$ cat src/rtl/box_blur_3x3_rgb_top_defines.svh
// Assertion macros for the box blur block.
// Each macro expects clk_i and rst_ni to be visible at the place of use.
`ifndef BOX_BLUR_3X3_RGB_TOP_DEFINES_SVH
`define BOX_BLUR_3X3_RGB_TOP_DEFINES_SVH
`ifndef SYNTHESIS
`define BB3_ASSERT_SAME(name, ante, cons) \
  name: assert property (@(posedge clk_i) disable iff (!rst_ni) (ante) |-> (cons)) \
    else $error("box blur check failed");
`define BB3_ASSERT_NEXT(name, ante, cons) \
  name: assert property (@(posedge clk_i) disable iff (!rst_ni) (ante) |=> (cons)) \
    else $error("box blur check failed");
`else
`define BB3_ASSERT_SAME(name, ante, cons)
`define BB3_ASSERT_NEXT(name, ante, cons)
`endif
`endif

$ cat src/rtl/bb3_pkg.sv
package bb3_pkg;

  localparam int ChanW     = 8;
  localparam int ColOutW   = 11;
  localparam int RowOutW   = 12;
  localparam int PixW      = 3 * ChanW;
  localparam int CfgDataW  = 13;
  localparam int FrameWidthW  = 12;
  localparam int FrameHeightW = 13;

  localparam int FrameWidthReset  = 640;
  localparam int FrameHeightReset = 480;

  localparam int QueueDepth = 4;

  // x / 9 for x up to 9 * 255 is (x * 7282) >> 16.
  localparam logic [12:0] Div9Recip = 13'd7282;
  localparam int          Div9Shift = 16;

  typedef enum logic {
    CFG_FRAME_WIDTH  = 1'b0,
    CFG_FRAME_HEIGHT = 1'b1
  } cfg_index_e;

  typedef struct packed {
    logic [ChanW-1:0] red;
    logic [ChanW-1:0] green;
    logic [ChanW-1:0] blue;
  } pixel_t;

  // Sum of three pixels of one column, per channel.
  typedef struct packed {
    logic [9:0] red;
    logic [9:0] green;
    logic [9:0] blue;
  } col_sum_t;

  // Sum of nine pixels, per channel.
  typedef struct packed {
    logic [11:0] red;
    logic [11:0] green;
    logic [11:0] blue;
  } box_sum_t;

  typedef struct packed {
    col_sum_t             sum_left;
    col_sum_t             sum_mid;
    col_sum_t             sum_right;
    pixel_t               pix;
    logic [ColOutW-1:0]   col;
    logic [RowOutW-1:0]   row;
    logic                 interior;
    logic                 border;
  } entry_t;

  typedef struct packed {
    logic   valid;
    entry_t entry;
  } queue_beat_t;

  function automatic col_sum_t col_sum(pixel_t a, pixel_t b, pixel_t c);
    col_sum_t s;
    s.red   = 10'(a.red)   + 10'(b.red)   + 10'(c.red);
    s.green = 10'(a.green) + 10'(b.green) + 10'(c.green);
    s.blue  = 10'(a.blue)  + 10'(b.blue)  + 10'(c.blue);
    return s;
  endfunction

  function automatic box_sum_t box_sum(col_sum_t a, col_sum_t b, col_sum_t c);
    box_sum_t s;
    s.red   = 12'(a.red)   + 12'(b.red)   + 12'(c.red);
    s.green = 12'(a.green) + 12'(b.green) + 12'(c.green);
    s.blue  = 12'(a.blue)  + 12'(b.blue)  + 12'(c.blue);
    return s;
  endfunction

  function automatic logic [ChanW-1:0] div9(logic [11:0] x);
    logic [24:0] prod;
    prod = 25'(x) * 25'(Div9Recip);
    return prod[Div9Shift +: ChanW];
  endfunction

endpackage

$ cat src/rtl/bb3_back.sv
module bb3_back import bb3_pkg::*; (
  input  logic               clk_i,
  input  logic               rst_ni,
  input  queue_beat_t        head_i,
  output logic               pop_o,
  output logic               out_valid_o,
  input  logic               out_stall_i,
  output logic [ColOutW-1:0] out_col_o,
  output logic [RowOutW-1:0] out_row_o,
  output pixel_t             out_pix_o,
  output logic               last_of_run_o
);

  logic               b1_valid_q;
  box_sum_t           b1_sum_q;
  pixel_t             b1_pix_q;
  logic [ColOutW-1:0] b1_col_q;
  logic [RowOutW-1:0] b1_row_q;
  logic               b1_interior_q;
  logic               b1_border_q;

  logic               out_valid_q;
  logic [ColOutW-1:0] out_col_q;
  logic [RowOutW-1:0] out_row_q;
  pixel_t             out_pix_q;
  logic               out_last_q;

  logic   load;
  logic   b1_done;
  pixel_t blurred;

  assign load    = b1_valid_q && (!out_valid_q || !out_stall_i);
  assign b1_done = load && (!b1_interior_q || !b1_border_q);
  assign pop_o   = head_i.valid && (!b1_valid_q || b1_done);

  always_comb begin
    blurred.red   = div9(b1_sum_q.red);
    blurred.green = div9(b1_sum_q.green);
    blurred.blue  = div9(b1_sum_q.blue);
  end

  always_ff @(posedge clk_i or negedge rst_ni) begin
    if (!rst_ni) begin
      b1_valid_q    <= 1'b0;
      b1_interior_q <= 1'b0;
      out_valid_q   <= 1'b0;
    end else begin
      if (pop_o) begin
        b1_valid_q    <= 1'b1;
        b1_interior_q <= head_i.entry.interior;
      end else begin
        if (b1_done) begin
          b1_valid_q <= 1'b0;
        end
        // The blurred result goes out first; the border copy stays behind.
        if (load) begin
          b1_interior_q <= 1'b0;
        end
      end
      if (load) begin
        out_valid_q <= 1'b1;
      end else if (!out_stall_i) begin
        out_valid_q <= 1'b0;
      end
    end
  end

  always_ff @(posedge clk_i) begin
    if (pop_o) begin
      b1_sum_q    <= box_sum(head_i.entry.sum_left, head_i.entry.sum_mid,
                             head_i.entry.sum_right);
      b1_pix_q    <= head_i.entry.pix;
      b1_col_q    <= head_i.entry.col;
      b1_row_q    <= head_i.entry.row;
      b1_border_q <= head_i.entry.border;
    end
    if (load) begin
      if (b1_interior_q) begin
        out_col_q  <= b1_col_q - ColOutW'(1);
        out_row_q  <= b1_row_q - RowOutW'(1);
        out_pix_q  <= blurred;
        out_last_q <= !b1_border_q;
      end else begin
        out_col_q  <= b1_col_q;
        out_row_q  <= b1_row_q;
        out_pix_q  <= b1_pix_q;
        out_last_q <= 1'b1;
      end
    end
  end

  assign out_valid_o   = out_valid_q;
  assign out_col_o     = out_col_q;
  assign out_row_o     = out_row_q;
  assign out_pix_o     = out_pix_q;
  assign last_of_run_o = out_last_q;

endmodule

$ cat config.mk
export PLATFORM = sky130hd
export DESIGN_NAME = bb3_back
export DESIGN_NICKNAME = d
export VERILOG_FILES = /design/src/rtl/box_blur_3x3_rgb_top_defines.svh /design/src/rtl/bb3_pkg.sv /design/src/rtl/bb3_back.sv
export SDC_FILE = /design/constraint.sdc
export NUM_CORES = 1
export LEC_CHECK = 0
export ABC_AREA = 1
export BUFFER_PORTS_ARGS = -buffer_cell sky130_fd_sc_hd__clkbuf_2
export CAP_MARGIN = 15
export CELL_PAD_IN_SITES_DETAIL_PLACEMENT = 1
export CELL_PAD_IN_SITES_GLOBAL_PLACEMENT = 1
export CORE_ASPECT_RATIO = 0.75
export CORE_MARGIN = 10
export CORE_UTILIZATION = 45
export DETAILED_ROUTE_END_ITERATION = 8
export MAX_ROUTING_LAYER = met4
export PLACE_DENSITY = 0.91
export SLEW_MARGIN = 40
export SYNTH_ARGS = -nofsm -noshare
export SYNTH_HDL_FRONTEND = slang
export SYNTH_SLANG_ARGS = --single-unit
$ cat constraint.sdc
create_clock -name clk_i -period 7.04 [get_ports clk_i]
set_input_delay 0.704 -clock clk_i [delete_from_list [all_inputs] [get_ports clk_i]]
set_output_delay 0.704 -clock clk_i [all_outputs]
set_load 0.02 [all_outputs]
## Yosys cells after proc, flatten, opt, wreduce, memory -nomap -nowiden

Cells that the tools add are included.

| word-level totals | value |
|---|---|
| flip-flop bits (word level) | 135 |
| output and inout port bits | 50 |
| logic and storage cells | 52 |

| cells by class | value |
|---|---|
| add/subtract/negate cells | 8 |
| multipliers | 3 |
| equality and inequality tests | 1 |
| multiplexer cells | 9 |
| reductions and logical operators | 13 |

Operators by type and width:

| cell | count |
|---|---|
| $mul 12x12->23 const B | 3 |
| $add 11x10->12 | 3 |
| $add 10x10->11 | 3 |
| $mux 24 | 1 |
| $mux 12 | 1 |
| $sub 12x1->12 const B | 1 |
| $mux 11 | 1 |
| $sub 11x1->11 const B | 1 |
| $mux 1 | 6 |
| $logic_not 1->1 | 5 |
| $reduce_bool 2->1 | 2 |
| $logic_and 1x1->1 | 3 |
| $logic_or 1x1->1 | 3 |
| $ne 2x1->1 const B | 1 |

## Depth between registers and ports, before layout

| depth | value |
|---|---|
| depth after elaboration | 7 |
| mapped depth | 22 |
| mapped depth without buffers | 22 |

## Worst setup path before layout

Ideal clock, no wire load.

| path | value |
|---|---|
| path kind | input-to-output |
| from | input out_stall_i |
| to | output pop_o |
| arrival time | 4.658 ns |
| data required time | 6.336 ns |
| path slack | 1.678 ns |
| cell stages on the path | 3 |
| path buffers | 0 |
| cell sequence | nand2_1 a21oi_1 nor2_1 |

| between the ends | value |
|---|---|
| longest elaborated chain between the ends | 6 |

Ends and longest elaborated chain:

| element | RTL line | text |
|---|---|---|
| start, declared | bb3_back.sv:7 | `input logic out_stall_i,` |
| $logic_not 1->1 | n/a |  |
| $logic_or 1x1->1 | bb3_back.sv:32 | `assign load = b1_valid_q && (!out_valid_q \|\| !out_stall_i);` |
| $logic_and 1x1->1 | bb3_back.sv:32 |  |
| $logic_and 1x1->1 | bb3_back.sv:33 | `assign b1_done = load && (!b1_interior_q \|\| !b1_border_q);` |
| $logic_or 1x1->1 | bb3_back.sv:34 | `assign pop_o = head_i.valid && (!b1_valid_q \|\| b1_done);` |
| $logic_and 1x1->1 | bb3_back.sv:34 |  |
| end, declared | bb3_back.sv:5 | `output logic pop_o,` |

Every way passes these cells.

## Final worst setup path

| path | value |
|---|---|
| from | register b1_sum_q[33] (netlist name) |
| to | register out_pix_q (netlist bit out_pix_o[20]) (data pin) |

| between the ends | value |
|---|---|
| longest elaborated chain between the ends | 2 |

Ends and longest elaborated chain:

| element | RTL line | text |
|---|---|---|
| start, declared | bb3_back.sv:15 | `box_sum_t b1_sum_q;` |
| start signal, assigned | bb3_back.sv:70 | `b1_sum_q <= box_sum(head_i.entry.sum_left, head_i.entry.sum_mid,` |
| $mul 12x12->23 | bb3_pkg.sv:79 | `prod = 25'(x) * 25'(Div9Recip);` |
| $mux 24 | bb3_back.sv:78 | `if (b1_interior_q) begin` |
| end signal, assigned | bb3_back.sv:81 | `out_pix_q <= blurred;` |
| end signal, assigned | bb3_back.sv:86 | `out_pix_q <= b1_pix_q;` |
| end, declared | bb3_back.sv:25 | `pixel_t out_pix_q;` |

Every way passes these cells.
A chain may end at the register's enable or synchronous reset.

==> metrics.log <==
INFO  metric dieHeight = approximately 170 um
INFO  metric clock-root-buffer = sky130_fd_sc_hd__clkbuf_16
INFO  metric wl_per_cell = 20.3 um
INFO  metric die-area = between 30000 and 40000 sq um
INFO  metric drtPass1Iterations = 4
INFO  metric h-tree-depth = 4
INFO  metric pin_count_of_the_biggest_net_entering_global_routing = 70
INFO  metric synthesis.area = 13600 sq um
INFO  metric flow.area_growth_from_synthesis = 15.3%
INFO  metric worst-slew-pin-transition = 0.770 ns
INFO  metric number_of_antenna_violations_at_the_first_check_in_global_routing = 0
INFO  metric num_io_pins = 193
INFO  metric vias_per_cell = 5.25
INFO  metric unrepaired_setup_endpoints_after_global_routing = no
INFO  metric m1_wire_length = 18700 um
INFO  metric cts_hold_buf = 0
INFO  metric share_of_synthesized_area_occupied_by_flip_flops_and_latches = 29.6%
INFO  metric synthesis_warnings = 0
INFO  metric path_cells = inv_1, fa_1, inv_1, ha_1, inv_1, fa_1, inv_1, fa_1, inv_1, fa_1, inv_1, ha_1, a21oi_1, o21ai_0, a21boi_0, nand3_1, nand3_1, nand2_1
INFO  metric grt_first_pass_wirelength = 66600 um
INFO  metric post_layout_minimum_cycle_time = ~4.7 ns
INFO  metric design.core.area = between 30000 and 40000 sq um
INFO  metric skew = 0.0251 ns
INFO  metric topRoutingLayerUsed = met4
INFO  metric initial_utilization = 45.5%
INFO  metric cp-end-kind = register
INFO  metric routabilityCongestion = 0.937
INFO  metric n_fill_cell = ~3.5k
INFO  metric final_min_period_over_clock_period = 67.1%
INFO  metric cts_setup_buffers = 0
INFO  metric max_stage_delay = 0.53 ns
INFO  metric cp.arrival = 4.91 ns
INFO  metric finalSetupViolCount = 0
INFO  metric place.port_buffers = 192
INFO  metric std_cell_rows = 55
INFO  metric finalWirelength = 41700 um
INFO  metric cts_resized = 0
INFO  metric synth.top_cell.area_share = 29.0%
INFO  metric final_nets = 2132
INFO  metric synth_top_cells_by_area = sky130_fd_sc_hd__edfxtp_1 (29%), sky130_fd_sc_hd__ha_1 (21%), sky130_fd_sc_hd__fa_1 (18%)
INFO  metric tritoncts_clock_tree = built
INFO  metric critPathMaxFanout = 3
INFO  metric synth_area_leader_cell = sky130_fd_sc_hd__edfxtp_1
INFO  metric status = finished clean
INFO  metric timing.critical_path.required = 7.22 ns
INFO  metric grt_use_total = a little under a quarter
INFO  metric final_layout_size_suffix_gt1_share = roughly 15%
INFO  metric fmax = ~0.21 GHz
INFO  metric max-cap-violations = 0
INFO  metric hold_slack = between 0.04 and 0.05 ns
INFO  metric antenna_left = 0
INFO  metric criticalPathCategory = reg -> reg
INFO  metric drt_drc_violations_left = 0
INFO  metric yosysUniqueCellTypes = 44
INFO  metric synth_area_per_cell = 9.52 sq um
INFO  metric grt_pass1_vias = 12.4k
INFO  metric number_of_endpoints_with_negative_hold_slack_in_the_final_report = 0
INFO  metric drv_slew = 0
INFO  metric multi_input_area = 8520 sq um
INFO  metric worst_path_max_delay_cell = sky130_fd_sc_hd__fa_1
INFO  metric grt_overflow_total = 0
INFO  metric slew_headroom = 48.6%
INFO  metric syn-num-nets = slightly below 2k
INFO  metric critical_path_most_common_cell = sky130_fd_sc_hd__inv_1
INFO  metric synthesis.instances = between 1k and 1.5k
INFO  metric clk_pin_slew = 0.07 ns
INFO  metric post_dp_hpwl = 34100 um
INFO  metric ys_ff_latch = 135
INFO  metric tritoncts.num_buffers = 17
INFO  metric met2RoutedLength = 20400 um
INFO  metric met3WireLength = 1730 um
INFO  metric cts-root-to-sink-buffers = 2
INFO  metric critical_path.startpoint_type = register
INFO  metric hold_path_class = in -> async
INFO  metric layout.area.seq = approximately 4000 sq um
INFO  metric vias = 10.8k
INFO  metric cts_sink_cnt = 135
INFO  metric insertion_delay = 0.45 ns
INFO  metric first_iter_violations = 737
INFO  metric setup-tns-final = 0 ns
INFO  metric fp.dieW = 221 um
[path summary, 6_finish.rpt]
| kind | slack, ns | cells after the start | endpoint | from |
|---|---|---|---|---|
| setup / recovery | 2.32 | 18 | out_pix_o[20] | b1_sum_q[33] |
| hold / removal | 0.05 | 1 | b1_valid_q | rst_ni |
| setup reg to reg | 2.32 | 18 | out_pix_o[20] | b1_sum_q[33] |
| hold reg to reg | 0.52 | 2 | out_pix_o[16] | b1_pix_q[16] |
| max in group asynchronous | 6.86 | 1 | out_valid_o | rst_ni |
| min in group clk_i | 0.42 | 1 | b1_row_q[10] | head_i[12] |
[metrics by stage]
| step | cell area (sq um) | utilization (%) | setup WS [ns] | cells |
|---|---|---|---|---|
| 4_1_cts | 15700 | 52.4 | 2.33 | 2053 |
| 6_report | 15700 | 52.4 | 2.32 | 2054 |
| 2_1_floorplan | 13600 | - | 1.68 | 1433 |
| 3_5_place_dp | 15100 | 50.4 | 2.35 | 2021 |
| 3_3_place_gp | 15100 | 50.4 | 2.52 | 2021 |
| 5_1_grt | 15700 | 52.4 | 2.03 | 2053 |
[area by class of cell]
| type | count | share of cell area [%] |
|---|---|---|
| multi-input cells | 1006 | 54.2 |
| flip-flops and latches | 135 | 25.7 |
| inverters | 286 | 6.83 |
| repair buffers | 195 | 6.28 |
| well taps | 399 | 3.17 |
| clock buffers | 17 | 2.70 |
| clock inverters | 15 | 1.15 |
| diodes | 1 | 0.0159 |
[registers in the layout (all words and copies together) (netlist names)]
signal and flops:
b1_sum_q 36, b1_pix_q 24, out_pix_o 24, b1_row_q 12
out_row_o 12, b1_col_q 11, out_col_o 11, b1_border_q 1
b1_interior_q 1, b1_valid_q 1, last_of_run_o 1, out_valid_o 1
[synth_stat cells (all sizes together)]
| master | n |
|---|---|
| a21boi | 3 |
| a21o | 12 |
| a21oi | 67 |
| a221oi | 1 |
| a31oi | 4 |
| and2 | 1 |
| buf | 4 |
| clkbuf | 2 |
| clkinv | 1 |
| dfrtp | 3 |
| edfxtp | 132 |
| fa | 120 |
| ha | 228 |
| inv | 285 |
| nand2 | 285 |
| nand3 | 66 |
| nand3b | 5 |
| nand4 | 11 |
| nor2 | 81 |
| nor3 | 17 |
| nor3b | 1 |
| nor4 | 4 |
| o2111ai | 1 |
| o211ai | 2 |
| o21a | 3 |
| o21ai | 23 |
| o21bai | 11 |
| o31ai | 3 |
| or2 | 2 |
| xnor2 | 22 |
| xor2 | 33 |
[worst max-delay path, delay by kind of cell, from the launching register on]
kind            cells  cell delay [ns]
compound gates      3             0.60
fa+ha+maj           6             2.71
buf+inv             6             0.42
flops               1             0.45
simple gates        3             0.28
[cells in the final DEF (no fill, tap or decap), drive strengths merged, types with 4 or more instances in the layout]
cell    Yosys  layout
inv       285     293
a21oi      67      67
o21bai     11      11
edfxtp    132     132
nand2     285     285
xnor2      22      22
nand3      66      66
fa        120     120
xor2       33      33
clkbuf      2     209
o21ai      23      23
a21o       12      12
nand3b      5       5
nor4        4       4
nand4      11      11
nor3       17      17
clkinv      1       5
ha        228     228
a31oi       4       4
nor2       81      81
[cells by family after synthesis]
family	count (synthesis)	share of synthesized area, %
simple gates	473	14.7
fa+ha+maj	348	38.5
buf+inv	292	8.10
flops	135	29.6
compound gates	130	5.55
xor+xnor	55	3.53
[routing by layer]
| layer | up-vias | global-route usage, % |
|---|---|---|
| li1 | 5076 | - |
| met1 | 5384 | 28.1 |
| met2 | 275 | 39.1 |
| met3 | 53 | 3.53 |
| met4 | 0 | 6.12 |
| met5 | - | - |
Power is left out: the tool's default activity adds up to more than one toggle a clock period on the data nets, which glitch-free logic cannot reach.
