### src/rtl/box_blur_3x3_rgb_top_defines.svh
// Assertion macros for the box blur block.
// Each macro expects clk_i and rst_ni to be visible at the place of use.
`ifndef BOX_BLUR_3X3_RGB_TOP_DEFINES_SVH
`define BOX_BLUR_3X3_RGB_TOP_DEFINES_SVH
`ifndef SYNTHESIS
`define BB3_ASSERT_SAME(name, ante, cons) \
  name: assert property (@(posedge clk_i) disable iff (!rst_ni) (ante) |-> (cons)) \
    else $error("box blur check failed");
`define BB3_ASSERT_NEXT(name, ante, cons) \
  name: assert property (@(posedge clk_i) disable iff (!rst_ni) (ante) |=> (cons)) \
    else $error("box blur check failed");
`else
`define BB3_ASSERT_SAME(name, ante, cons)
`define BB3_ASSERT_NEXT(name, ante, cons)
`endif
`endif

### src/rtl/bb3_pkg.sv
package bb3_pkg;

  localparam int ChanW     = 8;
  localparam int ColOutW   = 11;
  localparam int RowOutW   = 12;
  localparam int PixW      = 3 * ChanW;
  localparam int CfgDataW  = 13;
  localparam int FrameWidthW  = 12;
  localparam int FrameHeightW = 13;

  localparam int FrameWidthReset  = 640;
  localparam int FrameHeightReset = 480;

  localparam int QueueDepth = 4;

  // x / 9 for x up to 9 * 255 is (x * 7282) >> 16.
  localparam logic [12:0] Div9Recip = 13'd7282;
  localparam int          Div9Shift = 16;

  typedef enum logic {
    CFG_FRAME_WIDTH  = 1'b0,
    CFG_FRAME_HEIGHT = 1'b1
  } cfg_index_e;

  typedef struct packed {
    logic [ChanW-1:0] red;
    logic [ChanW-1:0] green;
    logic [ChanW-1:0] blue;
  } pixel_t;

  // Sum of three pixels of one column, per channel.
  typedef struct packed {
    logic [9:0] red;
    logic [9:0] green;
    logic [9:0] blue;
  } col_sum_t;

  // Sum of nine pixels, per channel.
  typedef struct packed {
    logic [11:0] red;
    logic [11:0] green;
    logic [11:0] blue;
  } box_sum_t;

  typedef struct packed {
    col_sum_t             sum_left;
    col_sum_t             sum_mid;
    col_sum_t             sum_right;
    pixel_t               pix;
    logic [ColOutW-1:0]   col;
    logic [RowOutW-1:0]   row;
    logic                 interior;
    logic                 border;
  } entry_t;

  typedef struct packed {
    logic   valid;
    entry_t entry;
  } queue_beat_t;

  function automatic col_sum_t col_sum(pixel_t a, pixel_t b, pixel_t c);
    col_sum_t s;
    s.red   = 10'(a.red)   + 10'(b.red)   + 10'(c.red);
    s.green = 10'(a.green) + 10'(b.green) + 10'(c.green);
    s.blue  = 10'(a.blue)  + 10'(b.blue)  + 10'(c.blue);
    return s;
  endfunction

  function automatic box_sum_t box_sum(col_sum_t a, col_sum_t b, col_sum_t c);
    box_sum_t s;
    s.red   = 12'(a.red)   + 12'(b.red)   + 12'(c.red);
    s.green = 12'(a.green) + 12'(b.green) + 12'(c.green);
    s.blue  = 12'(a.blue)  + 12'(b.blue)  + 12'(c.blue);
    return s;
  endfunction

  function automatic logic [ChanW-1:0] div9(logic [11:0] x);
    logic [24:0] prod;
    prod = 25'(x) * 25'(Div9Recip);
    return prod[Div9Shift +: ChanW];
  endfunction

endpackage

### src/rtl/bb3_fifo.sv
module bb3_fifo import bb3_pkg::*; (
  input  logic        clk_i,
  input  logic        rst_ni,
  input  queue_beat_t push_i,
  output logic        full_o,
  output queue_beat_t head_o,
  input  logic        pop_i
);

  localparam int PtrW = $clog2(QueueDepth);
  localparam int CntW = $clog2(QueueDepth + 1);

  entry_t          store_q [QueueDepth];
  logic [PtrW-1:0] wptr_q, rptr_q;
  logic [CntW-1:0] count_q;
  logic            do_pop;

  assign full_o       = count_q == CntW'(QueueDepth);
  assign head_o.valid = count_q != '0;
  assign head_o.entry = store_q[rptr_q];
  assign do_pop       = pop_i && head_o.valid;

  always_ff @(posedge clk_i or negedge rst_ni) begin
    if (!rst_ni) begin
      wptr_q  <= '0;
      rptr_q  <= '0;
      count_q <= '0;
    end else begin
      if (push_i.valid) begin
        wptr_q <= (wptr_q == PtrW'(QueueDepth - 1)) ? '0 : wptr_q + PtrW'(1);
      end
      if (do_pop) begin
        rptr_q <= (rptr_q == PtrW'(QueueDepth - 1)) ? '0 : rptr_q + PtrW'(1);
      end
      if (push_i.valid && !do_pop) begin
        count_q <= count_q + CntW'(1);
      end else if (do_pop && !push_i.valid) begin
        count_q <= count_q - CntW'(1);
      end
    end
  end

  always_ff @(posedge clk_i) begin
    if (push_i.valid) begin
      store_q[wptr_q] <= push_i.entry;
    end
  end

endmodule

### config.mk
export PLATFORM = sky130hd
export DESIGN_NAME = bb3_fifo
export DESIGN_NICKNAME = d
export VERILOG_FILES = /design/src/rtl/box_blur_3x3_rgb_top_defines.svh /design/src/rtl/bb3_pkg.sv /design/src/rtl/bb3_fifo.sv
export SDC_FILE = /design/constraint.sdc
export NUM_CORES = 1
export LEC_CHECK = 0
export ABC_AREA = 1
export BUFFER_PORTS_ARGS = -buffer_cell sky130_fd_sc_hd__buf_2
export CORE_AREA = 2 2 199 201
export DETAILED_ROUTE_END_ITERATION = 10
export DIE_AREA = 0 0 201 203
export GPL_TIMING_DRIVEN = 0
export PLACE_DENSITY = 0.79
export SLEW_MARGIN = 0
export SYNTH_ARGS = -nofsm -noshare
export SYNTH_HDL_FRONTEND = slang
export SYNTH_SLANG_ARGS = --single-unit
### constraint.sdc
create_clock -name clk_i -period 9.17 [get_ports clk_i]
set_input_delay 0.917 -clock clk_i [delete_from_list [all_inputs] [get_ports clk_i]]
set_output_delay 0.917 -clock clk_i [all_outputs]
set_load 0.02 [all_outputs]
# Word level (Yosys, flattened, before mapping)
# Memory sizes are Yosys's and may differ from the RTL's.
# Cells that the tools add are included.
op_classes:
  n_mul: 0
  div_mod_pow: 0
  addsub: 4
  order_cmp: 0
  n_reduce_logical: 7
  n_mux: 6
  n_shift: 0
  eq_ne: 3
  bitwise: 0
ops:
  columns: ["op", "n"]
  rows:
  - ["$mux 3", 2]
  - ["$add 2x1->2 const B", 2]
  - ["$eq 2x2->1 const B", 2]
  - ["$mux 2", 2]
  - ["$add 3x1->3 const B", 1]
  - ["$eq 3x3->1 const B", 1]
  - ["$logic_and 1x1->1", 3]
  - ["$reduce_bool 3->1", 1]
  - ["$sub 3x1->3 const B", 1]
  - ["$logic_not 1->1", 2]
  - ["$mux 1", 2]
  - ["$reduce_bool 2->1", 1]
totals:
  mem_bits_rw: 556
  latch_bits: 0
  out_inout_bits: 141
  register_bits: 7
  input_bits: 143
  mem_bits_ro: 0
  n_memories: 1
memory_table:
  columns: ["name", "depth", "width", "read_ports", "rd_clocked_by_memory_dff", "wr", "line_no", "source"]
  rows:
  - ["store_q", 4, 139, 1, 0, 1, "bb3_fifo.sv:13", "entry_t store_q [QueueDepth];"]

# Longest topological paths before layout
# Gate-level depths: netlist of run 1.
logic_depth:
  depth_word: 5
  depth_mapped: 11
  ltp_nobuf: 11

# Worst setup path after synthesis of run 1
# No wires, ideal clock.
synth_timing:
  kind: "input to register"
  startpoint: "input port push_i[139] (netlist bit)"
  endpoint: "memory store_q[3][0] (netlist bit) (enable)"
  setup_ns: 0.492
  setup_slack_ns: 5.041
  arrival_time_ns: 3.637
  stages: 2
  required_time_ns: 8.678
  cell_sequence: "nand2_1 > inv_1"
synth_via:
  elab_chain_cells: 2
synth_rtl:
  columns: ["element", "line_no", "source"]
  rows:
  - ["from (decl)", "bb3_fifo.sv:4", "input queue_beat_t push_i,"]
  - ["$mux 1", "bb3_fifo.sv:44", "if (push_i.valid) begin"]
  - ["$mux 1 (not written as such)", "bb3_fifo.sv:45", "store_q[wptr_q] <= push_i.entry;"]
  - ["to (decl)", "bb3_fifo.sv:13", null]
# No other way between the ends.

==> flow_summary.yaml, run 1 <==
run_status:
  outcome: "finished clean"
global_routing:
  grt_util_all_layers: 0.251
  grt_pass1_vias: 14100
  grt_overflow: 0
  grt_pass1_wl_um: 77600
  grt_start_max_net_pins: 104
  grtUsageMet2: 0.427
  globalRouteMet3Util: 0.0494
  busiest_layer: "met2"
  antenna_found_initial: 12
  met1_usage: 0.323
route:
  viasPerCell: 5.37
  via_count: 13900
  drtPass1Iterations: 5
  drt_wl_total_um: 51600
  first_iter_violations: 1234
  wire_per_inst_um: 19.9
  remaining_drc_errors: 0
  drtAntennaViolNets: 0
clocking:
  cts_hold_buf: 0
  cts_setup_buffers: 0
  cts_num_sinks: 563
  cts_resized: 0
  insertion_delay_ns: 0.59
  clk_path_buf_depth: 3
  clk_pin_slew_worst_paths_ns: 0.06
  root_buffer: "clkbuf_16"
  cts_buffers: 55
  cts_tree: "built"
  h-tree-depth: 2
setup_path:
  setup.worst_path.start_class: "flip-flop"
  crit_arrival_ns: 2.19
  slowest_stage: "dfrtp_1"
  reg2reg_slack_ns: 7.10
  slowest_delay_ns: 0.38
  crit_top_cell: "buf_2"
  crit_chain: "buf_2, inv_2, buf_6, buf_4, o211ai_1, nand2_1, buf_2"
  worstPathRequired_ns: 8.25
  crit_type: "reg -> out"
  worstPathMaxFanout: 10
  crit_path_end_kind: "output pin"
power_and_ir_drop:
  p_int_w: 0.00559
  p_leak_nw: 10.8
  combPwrFrac: 0.394
  p_seq_frac: 0.378
  irDropWorstVdd_v: 0.000267
  total_power_w: 0.00898
  p_per_area_nw_per_um2: 335
  swShare: 0.378
  p_clk_frac: 0.228
  p_sw_w: 0.00339
yosys:
  synth_nets: 1827
  avgSynthCellArea_sq_um: 13.7
  ys_seq_area_frac: 0.735
  synth_area_sq_um: 23000
  ys_warn_count: 0
  synthCells: 1677
  synth_cell_types: 19
  ys_ff_latch: 563
placement:
  placed_area_sq_um: 25200
  dp.cells: 2482
  portBuffers: 283
  gp_congestion: 0.790
  dp_hpwl_um: 31000
floorplan:
  fp-row-count: 72
  fp.dieH_um: 203
  coreArea_sq_um: 38500
  dieWidth_um: 201
  die-area_sq_um: 40800
  start_util: 0.597
  ios: 284
timing:
  hold_viol: 0
  fmax_mhz: 322
  tns_ns: 0
  final-setup-viol-count: 0
  rsz0062_at_grt: "false"
  slew_viol_final: 0
  min_period_ns: 3.10
  period_share: 0.338
  skew_ns: 0.0104
  max_slew_margin: 0.579
  tightest_slew_ns: 0.632
flow_run:
  max_cap_viol_count: 0
final_layout:
  final_cells: 2589
  fin_util: 0.697
  final_nets: 2171
  multiInputGateArea_sq_um: 4130
  area_growth_syn_to_layout_pct: 16.7
  seqCellArea_sq_um: 16900
  postLayoutCellArea_sq_um: 26800
  n_fill_cell: 2605
  drive_gt1_frac: 0.242
min_path:
  hold_class: "in -> async"
-- cells in the final DEF (no fill, tap or decap) --
master     instances
nand4_1            1
o211ai_1         228
o21ai_0            2
clkbuf_16         55
edfxtp_1         556
nand2_1          436
buf_16             4
inv_1            284
buf_2            297
inv_8              4
o211ai_2          50
ha_1               6
bufinv_16          2
diode_2           10
inv_6              2
inv_2              1
xnor2_1            1
clkinv_1          15
nor2_1             3
buf_4             11
clkbuf_1          18
nor3_1             1
buf_6             64
dfrtp_1            7
clkinv_2           9
fa_1               1
nand3_1            3
-- routing by layer --
metal,up-vias,share of wire
li1,6565,-
met4,8,0.027
met5,-,0.00091
met2,490,0.49
met1,6734,0.41
met3,99,0.072
-- cells in the mapped netlist --
library cell	count	area (sq um)
o21ai_0	2	10.0
inv_2	1	3.75
nand4_1	1	6.26
buf_6	64	721
ha_1	6	75.1
nor3_1	1	5.00
xnor2_1	1	8.76
o211ai_1	228	1710
clkbuf_1	4	15.0
nor2_1	3	11.3
nand3_1	3	15.0
edfxtp_1	556	16700
inv_1	288	1080
nand2_1	436	1640
buf_2	14	70.1
o211ai_2	50	626
fa_1	1	20.0
buf_4	11	82.6
dfrtp_1	7	175
-- worst paths after layout --
kind,startpoint,end,cells after the start
setup reg to reg,wptr_q[0],store_q[0][61],5
setup / recovery,rptr_q[1],head_o[15],7
min in group clk_i,count_q[2],count_q[2],2
hold reg to reg,count_q[2],count_q[2],2
hold / removal,rst_ni,count_q[0],1
max in group asynchronous,rst_ni,wptr_q[0],1
-- final cells by class --
type	instances	area share
Multi-Input combinational cell	732	0.154
Clock buffer	69	0.0533
Tap cell	518	0.0242
Inverter	289	0.0416
Antenna cell	10	0.000933
Buffer	93	0.0331
Timing Repair Buffer	287	0.0569
Sequential cell	563	0.629
Clock inverter	28	0.00667
-- power groups by stage --
stage	combinational, W	sequential [W]	clock (W)
6_report	0.00354	0.00340	0.00205
5_1_grt	0.00381	0.00343	0.00218
4_1_cts	0.00358	0.00340	0.00208
3_5_place_dp	0.00356	0.00345	0
3_3_place_gp	0.00346	0.00354	0
2_1_floorplan	0.00232	0.00348	0
-- cell families (layout without fill, tap and decap cells) --
group / Yosys count / after routing / synth area share
buffers and inverters: 382 / 766 / 0.0859
AO/OA/AOI/OAI: 280 / 280 / 0.102
AND/OR/NAND/NOR: 444 / 444 / 0.0729
adder cells (fa/ha/maj): 7 / 7 / 0.00414
XOR/XNOR: 1 / 1 / 0.000381
flip-flops: 563 / 563 / 0.735
other: 0 / 10 / 0
-- per-stage QoR --
step | hold slack, ns | worst slack [ns]
finish | 0.155 | 6.07
global route | 0.144 | 5.96
CTS | 0.131 | 6.04
detailed placement | 0.489 | 6.64
global placement | 0.459 | 2.67
floorplan | 0.442 | 5.04
-- state kept, by name (all words and copies together), names as in the netlist --
register,cells
rptr_q,2
store_q,556
wptr_q,2
count_q,3
-- worst max-delay path: cells and delay by family, from the launching register on --
family | cells | cell delay, ns
buffers and inverters | 5 | 0.96
DFF | 1 | 0.38
AOI/OAI and AO/OA | 1 | 0.12
and+or+nand+nor | 1 | 0.12
(Power assumes the default switching activity.)
==> run 2, diff against run 1 <==
- ABC_AREA: 1 -> 0
- CORE_AREA: 2 2 199 201 -> 2 2 193 195
- DIE_AREA: 0 0 201 203 -> 0 0 195 197
- PLACE_DENSITY: 0.79 -> 0.77
- clock period: 9.17 -> 3.1 ns (I/O delays scaled with it)
==> run 2 against run 1 <==
Net effect: clock power rose to 3.0 times the previous value; sequential share of layout area is 2.6 points higher; sequential power increased to 2.9 times the previous value; power grew to 2.7 times the previous value; synthesized cell count down 54%; global-route usage shrank 2.8 points; die area down 5.9%; routed wire length down 18%; cell count decreased by 32%; critical path depth shrank 2; highest routed layer is now met4.
==> flow_summary.yaml, run 2 <==
route:
  drtAntennaViolNets: 0
  first_iter_violations: 649
  remaining_drc_errors: 0
  wire_per_inst_um: 24.0
  drtPass1Iterations: 4
  drt_wl_total_um: 42300
  via_count: 9916
  viasPerCell: 5.62
global_routing:
  grt_pass1_vias: 10700
  grt_overflow: 0
  grt_start_max_net_pins: 58
  grt_util_all_layers: 0.223
  antenna_found_initial: 2
  grt_pass1_wl_um: 63600
timing:
  fmax_mhz: 356
  final-setup-viol-count: 0
  period_share: 0.907
  max_slew_margin: 0.502
  tightest_slew_ns: 0.747
  hold_viol: 0
  slew_viol_final: 0
  tns_ns: 0
  rsz0062_at_grt: "false"
  skew_ns: 0.0171
  min_period_ns: 2.81
floorplan:
  die-area_sq_um: 38400
  fp.dieH_um: 197
  fp-row-count: 70
  ios: 284
  dieWidth_um: 195
  coreArea_sq_um: 36300
  start_util: 0.565
final_layout:
  final_nets: 1400
  reg_top3: "store_q: 556 flops, count_q: 3 flops"
  seqCellArea_sq_um: 16900
  n_fill_cell: 2050
  area_growth_syn_to_layout_pct: 25.7
  drive_gt1_frac: 0.418
  multiInputGateArea_sq_um: 3370
  final_common_cell: "edfxtp_1"
  top_register: "store_q"
  final_cell_mix: "556 x edfxtp_1, 299 x buf_2, 140 x dlygate4sd3_1"
  largest_reg_flops: 556
  final_cells: 1763
flow_run:
  max_cap_viol_count: 0
setup_path:
  crit_type: "reg -> out"
  cp_top_family: "buffers and inverters"
  worstPathMaxFanout: 10
  slowest_delay_ns: 0.39
  crit_path_end_kind: "output pin"
  slowest_stage: "buf_2"
  crit_chain: "clkbuf_1, buf_2, buf_2, mux4_2, buf_2"
  cp_num_buf_inv: 4
  crit_top_cell: "buf_2"
  crit_arrival_ns: 2.50
  setup.worst_path.start_class: "flip-flop"
  worstPathRequired_ns: 2.79
clocking:
  insertion_delay_ns: 0.59
  cts_hold_buf: 140
  cts_num_sinks: 563
  cts_buffers: 53
  root_buffer: "clkbuf_16"
  h-tree-depth: 2
  cts_setup_buffers: 0
  clk_path_buf_depth: 3
  cts_resized: 0
  cts_tree: "built"
  clk_pin_slew_worst_paths_ns: 0.06
yosys:
  synth_nets: 914
  synth_area_leaders: "edfxtp_1 82%, mux4_2 15%, dfrtp_1 0.86%"
  synth_area_sq_um: 20500
  synth_edf_count: 556
  yosysTopAreaCell: "edfxtp_1"
  ys_warn_count: 0
  synth_most_common_cell: "edfxtp_1"
  synth.top_cell.area_share: 0.816
  avgSynthCellArea_sq_um: 26.8
  synthFlopType: "edfxtp_1"
  ys_ff_latch: 563
  async_flop_share: 0.0124
  ys_seq_area_frac: 0.824
  synth_cell_types: 19
  synthTopCellsByCount: "556 x edfxtp_1, 139 x mux4_2, 16 x buf_2, 11 x buf_6, 7 x dfrtp_1"
  synthCells: 764
power_and_ir_drop:
  p_leak_nw: 8.92
  irDropWorstVdd_v: 0.000648
  p_per_area_nw_per_um2: 930
placement:
  portBuffers: 283
  dp.cells: 1523
  dp_hpwl_um: 24400
  gp_congestion: 0.691
run_status:
  outcome: "finished clean"
min_path:
  hold_class: "in -> reg"
## run 2: report_power, final
part           total [W]  switching [W]  internal [W]
Combinational    0.00781        0.00460       0.00321
Sequential        0.0100       0.000297       0.00975
Clock            0.00607        0.00266       0.00341
## run 2: path summary, 6_finish.rpt
| path | slack [ns] | cells past startpoint | from | endpoint |
|---|---|---|---|---|
| worst max-delay path | 0.29 | 5 | rptr_q[1] | head_o[22] |
| worst min-delay path | 0.06 | 2 | push_i[139] | wptr_q[0] |
| worst min register to register | 0.49 | 1 | count_q[2] | count_q[2] |
| min in group asynchronous | 0.11 | 2 | rst_ni | count_q[0] |
| max in group asynchronous | 2.83 | 2 | rst_ni | count_q[2] |
| worst max register to register | 0.77 | 5 | wptr_q[1] | store_q[1][79] |
## run 2: through the flow
step / hold slack, ns / power, W / worst slack, ns / util / cell area [sq um]
CTS: 0.0215 / 0.0242 / 0.187 / 0.710 / 25700
global route: 0.0692 / 0.0249 / 0.152 / 0.710 / 25700
detailed placement: 0.152 / 0.0179 / 0.761 / 0.626 / 22700
global placement: 0.152 / 0.0178 / -0.968 / 0.620 / 22500
floorplan: 0.0144 / 0.0153 / 0.328 / - / 20500
finish: 0.0561 / 0.0239 / 0.288 / 0.710 / 25700
## run 2: cell type report
class | count | area share
antenna | 2 | 0.000194
multi-input combinational | 166 | 0.131
inverter | 3 | 0.000438
clock buffer | 68 | 0.0554
clock inverter | 30 | 0.00773
buffer | 32 | 0.00895
tap | 468 | 0.0228
timing repair buffer | 431 | 0.118
sequential | 563 | 0.656
## run 2: per-layer routing
metal  global-route usage  up-vias  routed length (um)
met5                    0        -                   0
met4               0.0582        0                 792
met3               0.0633       62                3240
met2                0.374      408               21900
met1                0.293     5148               16400
li1                     -     4298                   -
## run 2: kinds of logic after synthesis
family                   Yosys count  synth area share
AO/OA/AOI/OAI                      2          0.000489
XOR/XNOR                           3           0.00128
buffers and inverters             35            0.0118
AND/OR/NAND/NOR                   12           0.00300
adder cells (fa/ha/maj)            7           0.00465
flip-flops                       563             0.824
multiplexers                     142             0.155
## run 2: worst reg2reg max path, cell delays in order, from the launching register on
cell     delay, ns
dfrtp_1       0.40
inv_1         0.10
ha_1          0.16
and2_4        0.64
buf_16        0.31
buf_16        0.31
==> run 3, diff against run 2 <==
- ABC_AREA: 0 -> 1
- CORE_AREA: 2 2 193 195 -> 2 2 203 205
- DIE_AREA: 0 0 195 197 -> 0 0 205 207
==> run 3 against run 2 <==
Net effect: sequential share of layout area decreased by 6.4 points; routed wire length increased by 30%; cell area increased by 11%; global-route usage increased by 3.3 points; largest cell class unchanged.
==> flow_summary.yaml, run 3 (synthesis results as in run 1) <==
min_path:
  hold_class: "in -> reg"
  hp-start: "push_i[139]"
final_layout:
  fin_util: 0.706
  final_cell_mix: "556 x edfxtp_1, 432 x nand2_1, 297 x buf_2"
  top_register: "store_q"
  largest_reg_flops: 556
  drive_gt1_frac: 0.237
  final_nets: 2326
  reg_top3: "store_q: 556 flops, count_q: 3 flops"
  n_fill_cell: 2577
  final_cells: 2752
  final_common_cell: "edfxtp_1"
  area_growth_syn_to_layout_pct: 24.1
power_and_ir_drop:
  p_per_area_nw_per_um2: 953
  irDropWorstVdd_v: 0.000659
  p_leak_nw: 11.4
flow_run:
  max_cap_viol_count: 0
timing:
  min_period_ns: 2.47
  slew_viol_final: 0
  setup_ws_ns: 0.635
  fmax_mhz: 406
  hold_viol: 0
  skew_ns: 0.0150
  tightest_slew_ns: 0.816
  final-setup-viol-count: 0
  period_share: 0.795
  max_slew_margin: 0.455
  rsz0062_at_grt: "false"
clocking:
  insertion_delay_ns: 0.59
  cts_num_sinks: 563
  clk_pin_slew_worst_paths_ns: 0.06
  cts_hold_buf: 141
  cts_tree: "built"
  cts_setup_buffers: 0
  cts_buffers: 56
  root_buffer: "clkbuf_16"
  h-tree-depth: 2
  cts_resized: 0
  clk_path_buf_depth: 3
placement:
  portBuffers: 283
  dpl_worst_slack_ns: 0.797
  gp_congestion: 0.769
  dp.cells: 2509
  dp_hpwl_um: 33300
global_routing:
  grt_pass1_wl_um: 82800
  grt_util_all_layers: 0.256
  grt_overflow: 0
  busiest_layer: "met2"
  grt_start_max_net_pins: 37
  antenna_found_initial: 6
  grt_pass1_vias: 15100
  globalRouteMet3Util: 0.0513
  grtUsageMet2: 0.442
  met1_usage: 0.323
setup_path:
  crit_type: "reg -> out"
  slowest_stage: "dfrtp_1"
  worstPathRequired_ns: 2.79
  slowest_delay_ns: 0.38
  crit_arrival_ns: 2.16
  crit_chain: "buf_2, inv_2, buf_6, buf_4, o211ai_1, nand2_1, buf_2"
  setup.worst_path.start_class: "flip-flop"
  r2r-start: "wptr_q[0]"
  worstPathMaxFanout: 10
  crit_path_end_kind: "output pin"
  cp-startpoint: "rptr_q[1]"
  crit_top_cell: "buf_2"
route:
  first_iter_violations: 1187
  viasPerCell: 5.38
  wire_per_inst_um: 20.0
  drtAntennaViolNets: 0
  remaining_drc_errors: 0
  via_count: 14800
  drt_wl_total_um: 55000
  drtPass1Iterations: 5
floorplan:
  fp-row-count: 74
  coreArea_sq_um: 40400
  dieWidth_um: 205
  start_util: 0.569
  fp.dieH_um: 207
  die-area_sq_um: 42400
  ios: 284
run_status:
  outcome: "finished clean"
## run 3: worst max-delay path: cells and delay by family, from the launching register on
| kind | cells | cell delay, ns |
|---|---|---|
| buffers and inverters | 5 | 0.94 |
| flip-flops | 1 | 0.38 |
| AND/OR/NAND/NOR | 1 | 0.13 |
| AO/OA/AOI/OAI | 1 | 0.11 |
## run 3: path summary, 6_finish.rpt
path / endpoint / slack, ns / depth (start not counted)
worst max-delay path: head_o[19] / 0.63 / 7
worst min-delay path: wptr_q[0] / 0.06 / 2
worst max register to register: store_q[0][88] / 0.80 / 6
worst min register to register: count_q[2] / 0.49 / 2
max in group asynchronous: count_q[1] / 2.84 / 2
min in group asynchronous: count_q[2] / 0.08 / 2
## run 3: per-stage QoR
step | area [sq um] | hold slack (ns) | power [W] | TNS [ns]
2_1_floorplan | 23000 | 0.0144 | 0.0171 | -5.07
3_3_place_gp | 25100 | 0.150 | 0.0207 | -995.32
3_5_place_dp | 25400 | 0.155 | 0.0209 | 0
4_1_cts | 28500 | 0.0290 | 0.0273 | 0
5_1_grt | 28500 | 0.0707 | 0.0284 | 0
6_report | 28500 | 0.0623 | 0.0272 | 0
## run 3: layer usage
| layer | vias to the layer above | wire length [um] | part of all wire |
|---|---|---|---|
| met5 | - | 12 | 0.00022 |
| met4 | 2 | 1460 | 0.026 |
| met3 | 102 | 3990 | 0.072 |
| met2 | 586 | 27900 | 0.51 |
| met1 | 7247 | 21700 | 0.39 |
| li1 | 6857 | - | - |
## run 3: cell type report
class,count,area (sq um),area share
antenna,5,12.5,0.000439
timing repair buffer,441,3180,0.111
inverter,289,1100,0.0386
multi-input combinational,732,4150,0.145
clock buffer,66,1460,0.0512
buffer,93,888,0.0312
sequential,563,16900,0.592
clock inverter,31,198,0.00693
tap,532,666,0.0233
## run 3: power by group
part	internal [W]	switching (W)
Clock	0.00350	0.00273
Combinational	0.00364	0.00725
Sequential	0.00974	0.000316
